`src/hw/rtl/neighbor_table_aging_assert.svh`:
```
// Assertion macros for the RTL (included by nta_ctrl).
`ifndef NEIGHBOR_TABLE_AGING_ASSERT_SVH
`define NEIGHBOR_TABLE_AGING_ASSERT_SVH

// Same-cycle implication, disabled during reset.
`define NTA_ASSERT_NOW(label, clk, rst_n, ante, cons) \
    label: assert property (@(posedge clk) disable iff (!rst_n) (ante) |-> (cons)) \
        else $error("neighbor table assertion failed");

// Next-cycle implication, disabled during reset.
`define NTA_ASSERT_NEXT(label, clk, rst_n, ante, cons) \
    label: assert property (@(posedge clk) disable iff (!rst_n) (ante) |=> (cons)) \
        else $error("neighbor table assertion failed");

`endif

```
`src/hw/rtl/nta_pkg.sv`:
```
package nta_pkg;

    localparam int NEIGHBORS_DEFAULT = 16;
    localparam int PADDR_W           = 3;
    localparam int TOTAL_W           = 5;

    // command codes
    localparam logic [2:0] CMD_RECEIVE    = 3'd0;
    localparam logic [2:0] CMD_ADD_CHILD  = 3'd1;
    localparam logic [2:0] CMD_LINK_ERROR = 3'd2;
    localparam logic [2:0] CMD_TX_OK      = 3'd3;
    localparam logic [2:0] CMD_LOOKUP     = 3'd4;
    localparam logic [2:0] CMD_TICK       = 3'd5;

    // lookup status codes
    localparam logic [1:0] STATUS_NONE     = 2'd0;
    localparam logic [1:0] STATUS_NEIGHBOR = 2'd1;
    localparam logic [1:0] STATUS_ERRORS   = 2'd2;

    localparam logic [7:0] ERR_MAX         = 8'hFF;
    localparam logic [3:0] LIFE_RESET      = 4'd15;
    localparam logic [3:0] LIFE_LAST       = 4'd1;

    // register index of life_reload
    localparam logic [PADDR_W-1:0] REG_LIFE_RELOAD = '0;

    typedef struct packed {
        logic [2:0]  command;
        logic        addr_long;
        logic [63:0] address;
        logic [15:0] pan_id;
        logic [7:0]  seq_number;
    } nta_in_t;

    typedef struct packed {
        logic               fresh_sequence;
        logic [1:0]         lookup_status;
        logic [15:0]        stored_pan;
        logic [TOTAL_W-1:0] entry_total;
    } nta_out_t;

    // command travelling down the cell chain
    typedef struct packed {
        logic        valid;
        nta_in_t     item;
        logic        done;
        logic        fresh;
        logic [1:0]  status;
        logic [15:0] span;
        logic        free_found;
    } nta_pkt_t;

    // insert broadcast from the controller
    typedef struct packed {
        logic        valid;
        logic        addr_long;
        logic [63:0] address;
        logic [15:0] pan_id;
        logic [7:0]  seq_number;
    } nta_ins_t;

endpackage

```
`src/hw/rtl/nta_cell.sv`:
```
module nta_cell #(
    parameter int NEIGHBORS = nta_pkg::NEIGHBORS_DEFAULT,
    parameter int IDX       = 0,
    localparam int IDX_W    = (NEIGHBORS > 1) ? $clog2(NEIGHBORS) : 1,
    localparam int CNT_W    = $clog2(NEIGHBORS + 1)
) (
    input  logic             clk,
    input  logic             rst_n,
    input  logic [3:0]       life_reload,
    input  nta_pkg::nta_pkt_t pkt_in,
    input  logic [IDX_W-1:0] idx_in,
    input  logic [CNT_W-1:0] cnt_in,
    input  nta_pkg::nta_ins_t ins,
    input  logic [IDX_W-1:0] ins_idx,
    output nta_pkg::nta_pkt_t pkt_out,
    output logic [IDX_W-1:0] idx_out,
    output logic [CNT_W-1:0] cnt_out
);

    logic        valid_reg, valid_next;
    logic        long_reg, long_next;
    logic [63:0] addr_reg, addr_next;
    logic [15:0] pan_reg, pan_next;
    logic [7:0]  seq_reg, seq_next;
    logic [3:0]  life_reg, life_next;
    logic [7:0]  err_reg, err_next;

    nta_pkg::nta_pkt_t pkt_reg, pkt_next;
    logic [IDX_W-1:0]  idx_reg, idx_next;
    logic [CNT_W-1:0]  cnt_reg, cnt_next;

    logic [2:0] cmd;
    logic       match;
    logic       searching;
    logic       hit;
    logic       tick;
    logic       insert_here;

    always_comb
    begin
        cmd = pkt_in.item.command;
        if (pkt_in.item.addr_long)
            match = valid_reg && long_reg && (addr_reg == pkt_in.item.address);
        else
            match = valid_reg && !long_reg
                && (addr_reg[15:0] == pkt_in.item.address[15:0])
                && ((cmd == nta_pkg::CMD_LOOKUP) || (pan_reg == pkt_in.item.pan_id));
        searching = (cmd == nta_pkg::CMD_RECEIVE) || (cmd == nta_pkg::CMD_LINK_ERROR)
            || (cmd == nta_pkg::CMD_TX_OK) || (cmd == nta_pkg::CMD_LOOKUP);
        hit         = pkt_in.valid && !pkt_in.done && searching && match;
        tick        = pkt_in.valid && (cmd == nta_pkg::CMD_TICK) && valid_reg;
        insert_here = ins.valid && (ins_idx == IDX_W'(IDX));
    end

    always_comb
    begin
        valid_next = valid_reg;
        long_next  = long_reg;
        addr_next  = addr_reg;
        pan_next   = pan_reg;
        seq_next   = seq_reg;
        life_next  = life_reg;
        err_next   = err_reg;
        pkt_next   = pkt_in;
        idx_next   = idx_in;

        priority if (insert_here)
        begin
            valid_next = 1'b1;
            long_next  = ins.addr_long;
            addr_next  = ins.addr_long ? ins.address : {48'd0, ins.address[15:0]};
            pan_next   = ins.pan_id;
            seq_next   = ins.seq_number;
            life_next  = life_reload;
            err_next   = '0;
        end
        else if (hit)
        begin
            pkt_next.done = 1'b1;
            unique case (cmd)
                nta_pkg::CMD_RECEIVE:
                begin
                    if (long_reg)
                        pan_next = pkt_in.item.pan_id;
                    if (seq_reg != pkt_in.item.seq_number)
                    begin
                        seq_next       = pkt_in.item.seq_number;
                        pkt_next.fresh = 1'b1;
                    end
                    life_next = life_reload;
                end
                nta_pkg::CMD_LINK_ERROR:
                begin
                    if (long_reg)
                        pan_next = pkt_in.item.pan_id;
                    if (err_reg != nta_pkg::ERR_MAX)
                        err_next = err_reg + 8'd1;
                end
                nta_pkg::CMD_TX_OK:
                begin
                    if (err_reg != '0)
                        err_next = err_reg - 8'd1;
                    life_next = life_reload;
                end
                nta_pkg::CMD_LOOKUP:
                begin
                    pkt_next.status = (err_reg != '0) ? nta_pkg::STATUS_ERRORS
                                                      : nta_pkg::STATUS_NEIGHBOR;
                    pkt_next.span   = pan_reg;
                end
                default:
                begin
                end
            endcase
        end
        else if (tick)
        begin
            if (life_reg > nta_pkg::LIFE_LAST)
                life_next = life_reg - 4'd1;
            else
            begin
                valid_next = 1'b0;
                err_next   = '0;
            end
        end
        else
        begin
        end

        // lowest free slot, seen before this beat's changes
        if (pkt_in.valid && !pkt_in.free_found && !valid_reg)
        begin
            pkt_next.free_found = 1'b1;
            idx_next            = IDX_W'(IDX);
        end

        cnt_next = cnt_in + CNT_W'(valid_next);
    end

    always_ff @(posedge clk or negedge rst_n)
    begin
        if (!rst_n)
        begin
            valid_reg <= 1'b0;
            err_reg   <= '0;
            pkt_reg   <= '0;
        end
        else
        begin
            valid_reg <= valid_next;
            err_reg   <= err_next;
            pkt_reg   <= pkt_next;
        end
    end

    always_ff @(posedge clk)
    begin
        long_reg <= long_next;
        addr_reg <= addr_next;
        pan_reg  <= pan_next;
        seq_reg  <= seq_next;
        life_reg <= life_next;
        idx_reg  <= idx_next;
        cnt_reg  <= cnt_next;
    end

    assign pkt_out = pkt_reg;
    assign idx_out = idx_reg;
    assign cnt_out = cnt_reg;

endmodule

```
`src/hw/rtl/nta_ctrl.sv`:
```
module nta_ctrl #(
    parameter int NEIGHBORS = nta_pkg::NEIGHBORS_DEFAULT,
    localparam int IDX_W    = (NEIGHBORS > 1) ? $clog2(NEIGHBORS) : 1,
    localparam int CNT_W    = $clog2(NEIGHBORS + 1)
) (
    input  logic                          clk,
    input  logic                          rst_n,
    input  logic                          start,
    output logic                          busy,
    input  nta_pkg::nta_in_t              item,
    output logic                          strobe,
    output nta_pkg::nta_out_t             result,
    input  logic                          psel,
    input  logic                          penable,
    input  logic                          pwrite,
    input  logic [nta_pkg::PADDR_W-1:0]   paddr,
    input  logic [31:0]                   pwdata,
    output logic [31:0]                   prdata,
    output logic                          pready,
    output logic [3:0]                    life_reload,
    output nta_pkg::nta_pkt_t             issue,
    input  nta_pkg::nta_pkt_t             fin,
    input  logic [IDX_W-1:0]              fin_idx,
    input  logic [CNT_W-1:0]              fin_count,
    output nta_pkg::nta_ins_t             ins,
    output logic [IDX_W-1:0]              ins_idx
);

    logic              busy_reg, busy_next;
    logic              strobe_reg, strobe_next;
    logic [3:0]        life_reg, life_next;
    nta_pkg::nta_pkt_t issue_reg, issue_next;
    nta_pkg::nta_out_t result_reg, result_next;

    logic              accept;
    logic              cfg_write;
    logic              want_insert;
    logic [CNT_W-1:0]  count_next;

    always_comb
    begin
        accept    = start && !busy_reg;
        cfg_write = psel && penable && pwrite && (paddr == nta_pkg::REG_LIFE_RELOAD);

        want_insert = fin.valid && fin.free_found
            && (((fin.item.command == nta_pkg::CMD_RECEIVE) && !fin.done)
                || (fin.item.command == nta_pkg::CMD_ADD_CHILD));
        count_next  = fin_count + CNT_W'(want_insert);

        ins.valid      = want_insert;
        ins.addr_long  = fin.item.addr_long;
        ins.address    = fin.item.address;
        ins.pan_id     = fin.item.pan_id;
        ins.seq_number = fin.item.seq_number;

        life_next = cfg_write ? pwdata[3:0] : life_reg;

        issue_next = '0;
        if (accept)
        begin
            issue_next.valid = 1'b1;
            issue_next.item  = item;
        end

        busy_next = busy_reg;
        if (accept)
            busy_next = 1'b1;
        else if (fin.valid)
            busy_next = 1'b0;

        strobe_next = fin.valid;

        result_next                = result_reg;
        if (fin.valid)
        begin
            result_next.fresh_sequence = fin.fresh || want_insert;
            result_next.lookup_status  = fin.status;
            result_next.stored_pan     = fin.span;
            result_next.entry_total    = nta_pkg::TOTAL_W'(count_next);
        end
    end

    always_ff @(posedge clk or negedge rst_n)
    begin
        if (!rst_n)
        begin
            busy_reg   <= 1'b0;
            strobe_reg <= 1'b0;
            life_reg   <= nta_pkg::LIFE_RESET;
            issue_reg  <= '0;
        end
        else
        begin
            busy_reg   <= busy_next;
            strobe_reg <= strobe_next;
            life_reg   <= life_next;
            issue_reg  <= issue_next;
        end
    end

    always_ff @(posedge clk)
    begin
        result_reg <= result_next;
    end

    assign busy        = busy_reg;
    assign strobe      = strobe_reg;
    assign result      = result_reg;
    assign issue       = issue_reg;
    assign ins_idx     = fin_idx;
    assign life_reload = life_reg;
    assign pready      = 1'b1;
    assign prdata      = (paddr == nta_pkg::REG_LIFE_RELOAD) ? {28'd0, life_reg} : 32'd0;

`include "neighbor_table_aging_assert.svh"

    `NTA_ASSERT_NEXT(a_accept_busy, clk, rst_n, accept, busy_reg)
    `NTA_ASSERT_NEXT(a_fin_strobe, clk, rst_n, fin.valid, strobe_reg)
    `NTA_ASSERT_NOW(a_strobe_idle, clk, rst_n, strobe_reg, !busy_reg)
    `NTA_ASSERT_NOW(a_issue_busy, clk, rst_n, issue_reg.valid, busy_reg)
    `NTA_ASSERT_NOW(a_insert_room, clk, rst_n, want_insert, fin_count < CNT_W'(NEIGHBORS))

endmodule

```
`src/hw/rtl/neighbor_table_aging.sv`:
```
// Commands are taken one at a time; busy stays high while the command walks the cell
// chain, one cell per cycle, from the issue register to the result write-back.
// Results are single-cycle strobes; the receiver cannot stall.
// Reset (rst_n, async, active low) clears every valid bit and error count at once and
// loads life_reload with 15; no clearing pass is needed.
module neighbor_table_aging #(
    parameter int NEIGHBORS = nta_pkg::NEIGHBORS_DEFAULT
) (
    input  logic                        clk,
    input  logic                        rst_n,
    input  logic                        start,
    output logic                        busy,
    input  nta_pkg::nta_in_t            item,
    output logic                        strobe,
    output nta_pkg::nta_out_t           result,
    input  logic                        psel,
    input  logic                        penable,
    input  logic                        pwrite,
    input  logic [nta_pkg::PADDR_W-1:0] paddr,
    input  logic [31:0]                 pwdata,
    output logic [31:0]                 prdata,
    output logic                        pready
);

    localparam int IDX_W = (NEIGHBORS > 1) ? $clog2(NEIGHBORS) : 1;
    localparam int CNT_W = $clog2(NEIGHBORS + 1);

    nta_pkg::nta_pkt_t pkt_chain [NEIGHBORS+1];
    logic [IDX_W-1:0]  idx_chain [NEIGHBORS+1];
    logic [CNT_W-1:0]  cnt_chain [NEIGHBORS+1];

    nta_pkg::nta_ins_t ins;
    logic [IDX_W-1:0]  ins_idx;
    logic [3:0]        life_reload;

    assign idx_chain[0] = '0;
    assign cnt_chain[0] = '0;

    nta_ctrl #(
        .NEIGHBORS (NEIGHBORS)
    ) u_ctrl (
        .clk         (clk),
        .rst_n       (rst_n),
        .start       (start),
        .busy        (busy),
        .item        (item),
        .strobe      (strobe),
        .result      (result),
        .psel        (psel),
        .penable     (penable),
        .pwrite      (pwrite),
        .paddr       (paddr),
        .pwdata      (pwdata),
        .prdata      (prdata),
        .pready      (pready),
        .life_reload (life_reload),
        .issue       (pkt_chain[0]),
        .fin         (pkt_chain[NEIGHBORS]),
        .fin_idx     (idx_chain[NEIGHBORS]),
        .fin_count   (cnt_chain[NEIGHBORS]),
        .ins         (ins),
        .ins_idx     (ins_idx)
    );

    // one cell per slot, slot order along the chain
    for (genvar g = 0; g < NEIGHBORS; g++)
    begin : g_cell
        nta_cell #(
            .NEIGHBORS (NEIGHBORS),
            .IDX       (g)
        ) u_cell (
            .clk         (clk),
            .rst_n       (rst_n),
            .life_reload (life_reload),
            .pkt_in      (pkt_chain[g]),
            .idx_in      (idx_chain[g]),
            .cnt_in      (cnt_chain[g]),
            .ins         (ins),
            .ins_idx     (ins_idx),
            .pkt_out     (pkt_chain[g+1]),
            .idx_out     (idx_chain[g+1]),
            .cnt_out     (cnt_chain[g+1])
        );
    end

endmodule

```
`config.mk`:
```
export PLATFORM = sky130hd
export DESIGN_NAME = neighbor_table_aging
export DESIGN_NICKNAME = d
export VERILOG_FILES = /design/src/hw/rtl/nta_pkg.sv /design/src/hw/rtl/nta_cell.sv /design/src/hw/rtl/nta_ctrl.sv /design/src/hw/rtl/neighbor_table_aging.sv
export VERILOG_INCLUDE_DIRS = /design/src /design/src/hw/rtl
export SDC_FILE = /design/constraint.sdc
export NUM_CORES = 2
export LEC_CHECK = 0
export BUFFER_PORTS_ARGS = -buffer_cell sky130_fd_sc_hd__buf_2
export CORE_AREA = 2 2 456 684
export DETAILED_ROUTE_END_ITERATION = 7
export DIE_AREA = 0 0 458 686
export GPL_TIMING_DRIVEN = 0
export PLACE_DENSITY_LB_ADDON = 0.08
export REMOVE_ABC_BUFFERS = 1
export SYNTH_ARGS = -nofsm -noshare
export SYNTH_HDL_FRONTEND = slang
export SYNTH_SLANG_ARGS = --single-unit
```
`constraint.sdc`:
```
create_clock -name clk -period 5.3 [get_ports clk]
set_input_delay 0.53 -clock clk [delete_from_list [all_inputs] [get_ports clk]]
set_output_delay 0.53 -clock clk [all_outputs]
set_load 0.02 [all_outputs]
```
==> flow_summary.html <==
<table>
<tr><th>Metric</th><th>Value</th></tr>
<tr><th colspan="2">Yosys</th></tr>
<tr><td>Avg Synthesized Cell Area</td><td>approximately 15 um2</td></tr>
<tr><td>Number of unique standard cell types used by synthesis</td><td>between 90 and 100</td></tr>
<tr><td>Share of flip-flops with an asynchronous set or reset after synthesis</td><td>55.9%</td></tr>
<tr><td>Top cell type by total area after synthesis</td><td>dfrtp_1</td></tr>
<tr><td>Post-synth EDFFs</td><td>1512</td></tr>
<tr><td>Synth warnings</td><td>0</td></tr>
<tr><td>Number of synthesized register bits</td><td>3698</td></tr>
<tr><td>Cell area after synthesis</td><td>138000 um2</td></tr>
<tr><td>Synthesized instance count</td><td>9413</td></tr>
<tr><td>Dominant synthesized flop cell</td><td>dfrtp_1</td></tr>
<tr><td>Area share of the largest cell type after synthesis</td><td>37.4%</td></tr>
<tr><td>Top area cells in the synthesized netlist</td><td>dfrtp_1 (37%), edfxtp_1 (33%), xor2_1 (5.7%), xnor2_1 (4.1%), nand2_1 (3.5%)</td></tr>
<tr><td>Sequential element share of the synthesized area</td><td>72.1%</td></tr>
<tr><th colspan="2">Min path</th></tr>
<tr><td>Startpoint of the tightest hold check path</td><td>penable</td></tr>
<tr><td>Hold Path End</td><td>u_ctrl.life_reload[1]</td></tr>
<tr><td>Worst hold path depth</td><td>4</td></tr>
<tr><td>Type of the most critical hold path</td><td>primary input to flip-flop</td></tr>
<tr><th colspan="2">STA</th></tr>
<tr><td>Transition time at the pin with the least slew margin</td><td>1.41 ns</td></tr>
<tr><td>Final clock skew</td><td>roughly 0.068 ns</td></tr>
<tr><td>Period minus WS final</td><td>approximately 4.6 ns</td></tr>
<tr><td>Final Hold Viols</td><td>0</td></tr>
<tr><td>Final number of max-transition violations</td><td>0</td></tr>
<tr><td>Share of the cycle needed by the critical path after routing</td><td>87.1%</td></tr>
<tr><td>Headroom to the max-slew limit</td><td>about 5.8%</td></tr>
<tr><td>Maximum clock frequency</td><td>217 MHz</td></tr>
<tr><td>Unrepaired setup endpoints after global routing</td><td>no</td></tr>
<tr><td>Final setup vio count</td><td>0</td></tr>
<tr><th colspan="2">Clocking</th></tr>
<tr><td>Clock Path Buffers</td><td>4</td></tr>
<tr><td>Clock slew seen by the registers of the worst setup and hold paths</td><td>0.06 ns</td></tr>
<tr><td>Post-CTS setup buffers</td><td>0</td></tr>
<tr><td>Clock tree from TritonCTS</td><td>yes</td></tr>
<tr><td>Cts bufs inserted</td><td>around 350</td></tr>
<tr><td>CTS H-Tree Depth</td><td>5</td></tr>
<tr><td>Count of clock tree sinks</td><td>3698</td></tr>
<tr><td>Clock insertion delay at the later pin of the skew report</td><td>0.91 ns</td></tr>
<tr><td>Cell chosen for the clock root</td><td>clkbuf_16</td></tr>
<tr><th colspan="2">Placement</th></tr>
<tr><td>Quantity of I/O buffers inserted on ports</td><td>around 130</td></tr>
<tr><td>Detailed placer's ending HPWL</td><td>235000 um</td></tr>
<tr><td>Count of placed standard cells including taps</td><td>about 13000</td></tr>
<tr><td>Last weighted congestion value of the routability-driven placer</td><td>0.865</td></tr>
<tr><th colspan="2">Die</th></tr>
<tr><td>Chip height</td><td>686 um</td></tr>
<tr><td>Standard cell core area</td><td>308000 um2</td></tr>
<tr><td>Row count</td><td>250</td></tr>
<tr><td>Initial core utilization</td><td>44.7%</td></tr>
<tr><td>DIE AREA</td><td>314000 um2</td></tr>
<tr><td>Horizontal extent of the die</td><td>458 um</td></tr>
<tr><td># IOs</td><td>192</td></tr>
<tr><th colspan="2">Critical path</th></tr>
<tr><td>Worst Path Class, Setup</td><td>flip-flop to flip-flop</td></tr>
<tr><td>Endpoint required time on the critical path</td><td>5.88 ns</td></tr>
<tr><td>R2R Path Start</td><td>u_ctrl.issue[90]</td></tr>
<tr><td>Type of element launching the critical path</td><td>flip-flop</td></tr>
<tr><td>CP endpoint kind</td><td>flip-flop</td></tr>
<tr><td>R2R Path End</td><td>g_cell[0].u_cell.pan_reg[10]</td></tr>
<tr><td>Reg2reg setup slack</td><td>0.68 ns</td></tr>
<tr><td>Maximum net fanout on the critical path</td><td>12</td></tr>
<tr><td>Worst Reg-to-Reg Cells</td><td>8</td></tr>
<tr><td>Endpoint arrival time on the critical path</td><td>5.20 ns</td></tr>
<tr><th colspan="2">Global routing</th></tr>
<tr><td>Vias in the first global route</td><td>76500</td></tr>
<tr><td>Maximum number of pins on one net before global-route repair</td><td>between 150 and 200</td></tr>
<tr><td>Global-route usage over all layers</td><td>20.4%</td></tr>
<tr><td>Antenna violations before repair</td><td>13</td></tr>
<tr><td>Total congestion overflow</td><td>0</td></tr>
<tr><td>First-pass GRT wire length</td><td>484000 um</td></tr>
<tr><th colspan="2">Pwr</th></tr>
<tr><td>Leakage power of the design</td><td>71.8 nW</td></tr>
<tr><td>Worst VDD drop</td><td>333 uV</td></tr>
<tr><td>Power per standard cell area</td><td>between 300 and 400 nW/um2</td></tr>
<tr><td>Total power after layout</td><td>~57 mW</td></tr>
<tr><th colspan="2">Drt</th></tr>
<tr><td>Detailed Route WL</td><td>319000 um</td></tr>
<tr><td>Detail Route Antenna Nets</td><td>0</td></tr>
<tr><td>Via count</td><td>about 70000</td></tr>
<tr><td>Metal3 WL</td><td>10400 um</td></tr>
<tr><td>Routed wire length per instance</td><td>22.5 um</td></tr>
<tr><td>Total iterations of the first detailed-routing run</td><td>6</td></tr>
<tr><td>Routed vias/inst</td><td>5.05</td></tr>
<tr><td>Count of routing violations after the opening detailed-route iteration</td><td>around 4200</td></tr>
<tr><td>Highest routed metal layer</td><td>met4</td></tr>
<tr><td>Met2 WL</td><td>169000 um</td></tr>
<tr><td>Remaining design rule violation count</td><td>0</td></tr>
<tr><td>Met1 wire length</td><td>126000 um</td></tr>
<tr><th colspan="2">Cells and area</th></tr>
<tr><td>Final std cells w/o fill</td><td>between 10000 and 15000</td></tr>
<tr><td>Largest register FFs</td><td>1824</td></tr>
<tr><td>Most used cells in the layout excluding fill and tap cells</td><td>dfrtp_1 (2061), edfxtp_1 (1512), nand2_1 (1295)</td></tr>
<tr><td>Fraction of layout cells with a size suffix above 1</td><td>between 10% and 20%</td></tr>
<tr><td>Area growth from synthesis to final layout</td><td>13.8%</td></tr>
<tr><td>Final net count</td><td>10200</td></tr>
<tr><td>Most common cell after layout, fill and taps aside</td><td>dfrtp_1</td></tr>
<tr><th colspan="2">Flow run</th></tr>
<tr><td>Max-cap check violation count</td><td>0</td></tr>
<tr><th colspan="2">Outcome</th></tr>
<tr><td>Status</td><td>finished clean</td></tr>
</table>
[critical path, stage by stage (launching register included)]
cell	delay, ns
dfrtp_1	0.40
xnor2_1	0.55
nand4_1	0.18
nor4_1	0.57
nand4_1	0.62
a2111o_1	0.81
o41ai_2	0.66
buf_4	0.29
buf_4	0.20
[per-layer routing]
layer | global-route usage, % | vias up
met5 | 0 | -
met2 | 37.3 | 1360
li1 | - | 33600
met3 | 2.42 | 539
met4 | 8.03 | 0
met1 | 24.4 | 36100
[area by class of cell]
cell class                      instances  area (um2)
Antenna cell                            7        17.5
Clock buffer                          495       10100
Clock inverter                        147        1670
Fill cell                           25900      151000
Inverter                              177         707
Multi-Input combinational cell       5320       37000
Sequential cell                      3698       99500
Tap cell                             4032        5040
Timing Repair Buffer                  297        2900
[logic make-up (layout without fill, tap and decap cells)]
| group | Yosys count | in the layout | synth area share [%] |
|---|---|---|---|
| AO/OA/AOI/OAI | 578 | 578 | 2.96 |
| flip-flops | 3698 | 3698 | 72.1 |
| multiplexers | 336 | 336 | 2.75 |
| adder cells (fa/ha/maj) | 175 | 175 | 1.67 |
| AND/OR/NAND/NOR | 2662 | 2662 | 9.42 |
| buffers and inverters | 422 | 1116 | 1.28 |
| other | 2 | 36 | 0.00544 |
| XOR/XNOR | 1540 | 1540 | 9.78 |
[report_power, final]
| part | leakage (nW) | switching [mW] | internal [mW] |
|---|---|---|---|
| clock network | 5.76 | 10.7 | 14.9 |
| registers | 45.1 | 0.321 | 30.0 |
| logic | 20.9 | 0.627 | 0.319 |
| total | 71.8 | 11.6 | 45.2 |
[cells in the mapped netlist, types with 119 or more instances]
cell type and count:
inv_1 173, and2_1 173, nand2_1 1299, dfrtp_1 2063
clkbuf_1 168, nor2_1 195, xor2_1 895, ha_1 159
mux2_2 262, dfxtp_1 119, nor4_1 242, xnor2_1 645
edfxtp_1 1512, nand4_1 228
[stage by stage]
step / util, % / hold slack [ns] / cell area (um2) / worst slack (ns) / setup TNS, ns
final: 50.9 / 0.0772 / 157000 / 0.683 / 0
after global routing: 50.9 / 0.0916 / 157000 / 0.204 / 0
after CTS: 50.9 / 0.0109 / 157000 / 0.330 / 0
after detailed placement: 46.7 / 0.364 / 144000 / 0.336 / 0
after global placement: 46.3 / 0.361 / 143000 / -43.42 / -
after floorplan: - / 0.234 / 137000 / -0.279 / -8.28
[how the worst max path moves through the flow]
stage	endpoint	slack (ns)	startpoint
final	g_cell[0].u_cell.pan_reg[10]	0.68	u_ctrl.issue[90]
after detailed placement	g_cell[6].u_cell.pkt_out[4]	0.34	g_cell[5].u_cell.pkt_out[31]
after global placement	u_ctrl.issue[33]	-43.42	rst_n
after floorplan	g_cell[12].u_cell.pkt_out[1]	-0.28	g_cell[15].u_cell.pkt_out[113]
after CTS	g_cell[6].u_cell.pkt_out[4]	0.33	g_cell[5].u_cell.pkt_out[31]
after global routing	g_cell[6].u_cell.pkt_out[15]	0.20	rst_n
[repair_timing]
action | in CTS | in global routing
gates resized for setup | 0 | 0
hold buffers | 98 | 0
hold endpoints to repair | 215 | 0
No activity file was read; power rests on OpenSTA's default activity.
